--- config.mk ---
export PLATFORM = sky130hd
export DESIGN_NAME = tep_cell
export DESIGN_NICKNAME = d
export VERILOG_FILES = /design/src/rtl/tep_pkg.sv /design/src/rtl/tep_cell.sv
export SDC_FILE = /design/constraint.sdc
export NUM_CORES = 1
export LEC_CHECK = 0
export BUFFER_PORTS_ARGS = -buffer_cell sky130_fd_sc_hd__buf_2
export CAP_MARGIN = 10
export CORE_AREA = 3 3 154 156
export DETAILED_ROUTE_END_ITERATION = 8
export DIE_AREA = 0 0 157 159
export GPL_ROUTABILITY_DRIVEN = 1
export GPL_TIMING_DRIVEN = 0
export PLACE_DENSITY_LB_ADDON = 0.1
export SLEW_MARGIN = 30
export SYNTH_ARGS = -nofsm -noshare
export SYNTH_HDL_FRONTEND = slang
export SYNTH_SLANG_ARGS = --single-unit
--- constraint.sdc ---
create_clock -name i_clk -period 17.2 [get_ports i_clk]
set_input_delay 2.58 -clock i_clk [delete_from_list [all_inputs] [get_ports i_clk]]
set_output_delay 2.58 -clock i_clk [all_outputs]
set_load 0.05 [all_outputs]
--- src/rtl/tep_pkg.sv ---
// shared types and constants of the timed event priority queue
// no dependencies
package tep_pkg;

    localparam int DEF_QUEUE_DEPTH = 32;
    localparam int DEF_TIME_BITS   = 32;
    localparam int MAX_RESULTS     = 32;
    localparam int DATA_W          = 32;
    localparam int KIND_W          = 2;
    localparam int REQ_W           = 3;
    localparam int COUNT_PORT_W    = 6;

    localparam logic [REQ_W-1:0] REQ_ADD_ABS  = 3'd0;
    localparam logic [REQ_W-1:0] REQ_ADD_DLY  = 3'd1;
    localparam logic [REQ_W-1:0] REQ_ADVANCE  = 3'd2;
    localparam logic [REQ_W-1:0] REQ_SET_PROC = 3'd3;
    localparam logic [REQ_W-1:0] REQ_PROCESS  = 3'd4;

    typedef struct packed {
        logic [KIND_W-1:0] kind;
        logic [DATA_W-1:0] object;
        logic [DATA_W-1:0] payload;
    } t_event;

    typedef struct packed {
        logic ins;
        logic pop;
    } t_cell_cmd;

endpackage

--- src/rtl/tep_cell.sv ---
// one slot of the sorted event chain: holds an event and its due tick
// depends on tep_pkg
module tep_cell #(
    parameter int TIME_BITS = tep_pkg::DEF_TIME_BITS
) (
    input  logic                 i_clk,
    input  tep_pkg::t_cell_cmd   i_cmd,
    input  logic                 i_occ,
    input  logic [TIME_BITS-1:0] i_new_due,
    input  tep_pkg::t_event      i_new_evt,
    input  logic                 i_left_before,
    input  logic [TIME_BITS-1:0] i_left_due,
    input  tep_pkg::t_event      i_left_evt,
    input  logic [TIME_BITS-1:0] i_right_due,
    input  tep_pkg::t_event      i_right_evt,
    output logic                 o_before,
    output logic [TIME_BITS-1:0] o_due,
    output tep_pkg::t_event      o_evt
);

    logic [TIME_BITS-1:0] r_due;
    tep_pkg::t_event      r_evt;
    logic [TIME_BITS-1:0] n_due;
    tep_pkg::t_event      n_evt;

    // new word sorts ahead of this slot; equal ticks keep arrival order
    assign o_before = !i_occ || (i_new_due < r_due);

    always_comb begin
        n_due = r_due;
        n_evt = r_evt;
        if (i_cmd.ins && o_before) begin
            if (i_left_before) begin
                n_due = i_left_due;
                n_evt = i_left_evt;
            end else begin
                n_due = i_new_due;
                n_evt = i_new_evt;
            end
        end else if (i_cmd.pop) begin
            n_due = i_right_due;
            n_evt = i_right_evt;
        end
    end

    always_ff @(posedge i_clk) begin
        r_due <= n_due;
        r_evt <= n_evt;
    end

    assign o_due = r_due;
    assign o_evt = r_evt;

endmodule

==> out/metrics.sh <==
ANTENNA_FOUND_INITIAL=5
WORSTSETUPENDPOINTTYPE='output port'
DP.FINAL_HPWL_MM=28.3
CTS.SINKS=98
GRT_MAX_DEGREE=21
DRT_WL_TOTAL_MM=37.2
REPORT.FINAL.HOLD_VIOL_COUNT=0
CELL_AT_THE_ROOT_OF_THE_CLOCK_TREE='sky130_fd_sc_hd__clkbuf_16'
YOSYS-TOP-CELLS-COUNT='sky130_fd_sc_hd__nand2_1, sky130_fd_sc_hd__a21oi_1, sky130_fd_sc_hd__o21ai_0'
HOLD_PATH_CLASS='reg -> reg'
TOTAL_SWITCHING_POWER_uW=520
GLOBAL_ROUTE.USAGE.TOTAL_PCT=28.5
POST_ROUTE_CELLS_DRIVE_ABOVE_1_SHARE_PCT=32.6
CLK_LATENCY_PS=360
TIMING_MAX_TRANSITION_VIOLATIONS_FINAL=0
SEQ_AREA_FRAC_SYNTH_PCT=30.9
YOSYSMOSTFREQUENTCELL='sky130_fd_sc_hd__nand2_1'
REG2REG_DEPTH=11
CTSHOLDBUFFERS=0
NETLIST.AREA_LEADER.SHARE_PCT=30.9
TIMING.CRITICAL_PATH.FANOUT_MAX=10
GRT_OVERFLOW=0
ANTENNA_LEFT=0
GP_CONGESTION=0.876
CLKTRANSATPATHREGS_PS=80
SYNTH-SEQ-CELLS=98
P_TOTAL_uW=1130
NUMBER_OF_FILLER_CELLS_PLACED_IN_THE_LAYOUT=2219
TIMING.FINAL.CRIT_SHARE_PCT=47.3
R2R_END='o_evt[39]'
CRITICAL_PATH.ENDPOINT='o_before'
DIE_WIDTH_UM=157
POST-PLACE-WS_PS=9120
REG2REG_SLACK_PS=13070
CLOCK.FMAX_MHz=123
FLOW.AREA_GROWTH_FROM_SYNTHESIS_PCT=29.4
DRT-WIRELENGTH-PER-CELL_UM=19.4
DIE_HEIGHT_UM=159
NETLIST-CELL-TYPE-COUNT=32
CRITICAL-PATH-MAX-STAGE-DELAY_PS=620
SYNTH.NET_COUNT=1546
DETAIL_ROUTE.ITER0.VIOLATIONS=736
DIE_AREA_UM2=25000
DRV_CAP=0
WORST_MARGIN_PIN_SLEW_PS=938
TOP_CELLS_BY_AREA_IN_THE_SYNTHESIZED_NETLIST='sky130_fd_sc_hd__edfxtp_1, sky130_fd_sc_hd__mux2_2, sky130_fd_sc_hd__nand2_1'
GRT_FIRST_PASS_WIRELENGTH_MM=56.5
SHARE_COMB_OF_TOTAL_POWER_PCT=50.3
RSZ_0062_RAISED_AFTER_GLOBAL_ROUTING='false'
WORSTPATHREQUIRED_PS=14620
CELL_INTERNAL_PWR_uW=612
SYNTHARSTFLOPSHARE_PCT=0
DESIGN.CORE.AREA_UM2=22500
YOSYSTOPAREACELL='sky130_fd_sc_hd__edfxtp_1'
FINALCRITICALPERIOD_PS=8140
PORT-BUFFER-COUNT=394
SYNTH-EDFF-COUNT=98
CTS_POST_SETUP_BUFFERS_INSERTED=0
POWER.STATIC_LEAKAGE_uW=0.00520
VIAS_IN_THE_FIRST_GLOBAL_ROUTE=10300
CTS-HTREE-LEVELS=3
FP-ROW-COUNT=55
CRIT_PATH_CELL_TRACE='buf_2, ha_1, nand4_1, or4_1, clkbuf_1, clkbuf_1, clkbuf_1, nor2_1, o21ai_0, buf_2'
CELLPOWERDENSITY_nW_PER_UM2=91.9
FINAL_CORE_OCC_PCT=54.8
CP_DATA_ARRIVAL_TIME_PS=5560
DESIGN.PORTCOUNT=398
DRT-PASS1-ITER-COUNT=7
CTS.PATH.MAX_BUFFERS=2
WORST_SLEW_SLACK_AS_A_FRACTION_OF_ITS_LIMIT_PCT=37.0
FINAL_CRITICAL_PATH_SETUP_SLACK_PS=9060
FIN_NETS=1956
ROUTED-VIA-COUNT=10800
CRIT_PATH_START_KIND='input pin'
CRITPATHLAUNCH='i_new_due[27]'
VDD.IR_DROP.WORST_mV=0.0494
SEQ_POWER_SHARE_PCT=29.8
DOMINANTREGCELLSYNTH='sky130_fd_sc_hd__edfxtp_1'
POSTSYNTHAREAPERCELL_UM2=7.83
SWITCHING_SHARE_PCT=45.9
CRITICAL_PATH_CLASS='in -> out'
CTS.REPAIR.RESIZED=0
FIN_TNS_SETUP_PS=0
VIASPERCELL=5.63
CLOCK_NETWORK_FRACTION_OF_TOTAL_POWER_PCT=19.9
ROUTE.DETAILED.DRC=0
SYN_INST=1216
CTS_TREE='yes'
TIMING.CRITICAL_PATH.SLOWEST_STAGE_CELL='sky130_fd_sc_hd__clkbuf_1'
YOSYSWARNINGCOUNT=0
PATH_COMMON_CELL='sky130_fd_sc_hd__clkbuf_1'
INITIAL_UTILIZATION_PCT=42.3
FINCLKSKEW_PS=12.0
RUN_STATUS='finished, final reports clean'
REG2REG_START='o_due[30]'
CTS_BUFFERS=9
SETUP_VIOL=0
NETLIST_AREA_UM2=9520
## worst min path at each step
stage | to | slack [ps] | startpoint | cells after the start
floorplan | o_due[31] | 1520 | o_due[31] | 7
global placement | o_evt[59] | 1450 | o_due[31] | 7
detailed placement | o_evt[32] | 1500 | o_due[31] | 7
CTS | o_evt[1] | 1510 | o_due[31] | 7
global route | o_evt[1] | 1600 | o_due[31] | 7
finish | o_evt[1] | 1500 | o_due[31] | 7
## critical path: cells and delay by family
| kind | cells | cell delay [ps] |
|---|---|---|
| simple gates | 3 | 580 |
| compound gates | 1 | 170 |
| fa+ha+maj | 1 | 320 |
| buf+inv | 5 | 1910 |
## cell type report
cell class	count	area [um^2]	share of cell area, %
multi-input cells	968	6010	48.8
inverters	32	120	0.975
clock inverters	6	82.6	0.670
clock buffers	9	225	1.83
well taps	285	357	2.89
diodes	3	7.51	0.0609
plain buffers	118	468	3.80
repair buffers	399	2110	17.1
flip-flops and latches	98	2940	23.9
## power groups by stage
stage,Sequential [uW],Combinational (uW),Clock [uW]
after global routing,342,610,237
after detailed placement,343,566,0
after floorplan,506,226,0
final,338,569,225
after global placement,353,554,0
after CTS,338,567,228
## cells in the final DEF (no fill, tap or decap), types with 2 or more instances in the layout
master / synthesis / final
sky130_fd_sc_hd__buf_2: 11 / 405
sky130_fd_sc_hd__nand2_1: 203 / 203
sky130_fd_sc_hd__a21oi_1: 111 / 111
sky130_fd_sc_hd__o21ai_0: 104 / 103
sky130_fd_sc_hd__clkbuf_1: 102 / 102
sky130_fd_sc_hd__nor3_1: 99 / 99
sky130_fd_sc_hd__nor2b_1: 99 / 99
sky130_fd_sc_hd__mux2_2: 98 / 98
sky130_fd_sc_hd__a211oi_1: 98 / 98
sky130_fd_sc_hd__or3_1: 98 / 98
sky130_fd_sc_hd__edfxtp_1: 98 / 98
sky130_fd_sc_hd__inv_1: 32 / 32
sky130_fd_sc_hd__ha_1: 31 / 31
sky130_fd_sc_hd__clkbuf_16: 0 / 9
sky130_fd_sc_hd__nand4_1: 7 / 7
sky130_fd_sc_hd__buf_16: 0 / 5
sky130_fd_sc_hd__nor2_1: 4 / 4
sky130_fd_sc_hd__diode_2: 0 / 3
sky130_fd_sc_hd__buf_4: 3 / 3
sky130_fd_sc_hd__clkinv_2: 0 / 3
sky130_fd_sc_hd__nand3_1: 2 / 2
sky130_fd_sc_hd__buf_1: 2 / 2
sky130_fd_sc_hd__bufinv_16: 0 / 2
## flip-flops by register name, summed over array words and instances (netlist names)
signal / cells
o_evt: 66
o_due: 32
## layer usage
metal | track usage (%) | routed length [um] | up-vias
li1 | - | - | 5237
met1 | 36.2 | 14800 | 5014
met2 | 49.2 | 18500 | 486
met3 | 6.63 | 3260 | 44
met4 | 6.45 | 682 | 8
met5 | 0 | 43 | -
## through the flow
step	hold slack, ps	area, um^2	std cells
after floorplan	1520	9520	1216
final	1500	12300	1918
after global placement	1450	11800	1895
after CTS	1510	12300	1915
after detailed placement	1500	12000	1900
after global routing	1600	12300	1916
## cell families after synthesis
kind of cell | share of synthesized area [%]
buffers and inverters | 6.18
AND/OR/NAND/NOR | 27.3
AO/OA/AOI/OAI | 20.0
adder cells (fa/ha/maj) | 4.07
multiplexers | 11.6
flip-flops | 30.9
Note: power is estimated with default switching activity, not from simulation.
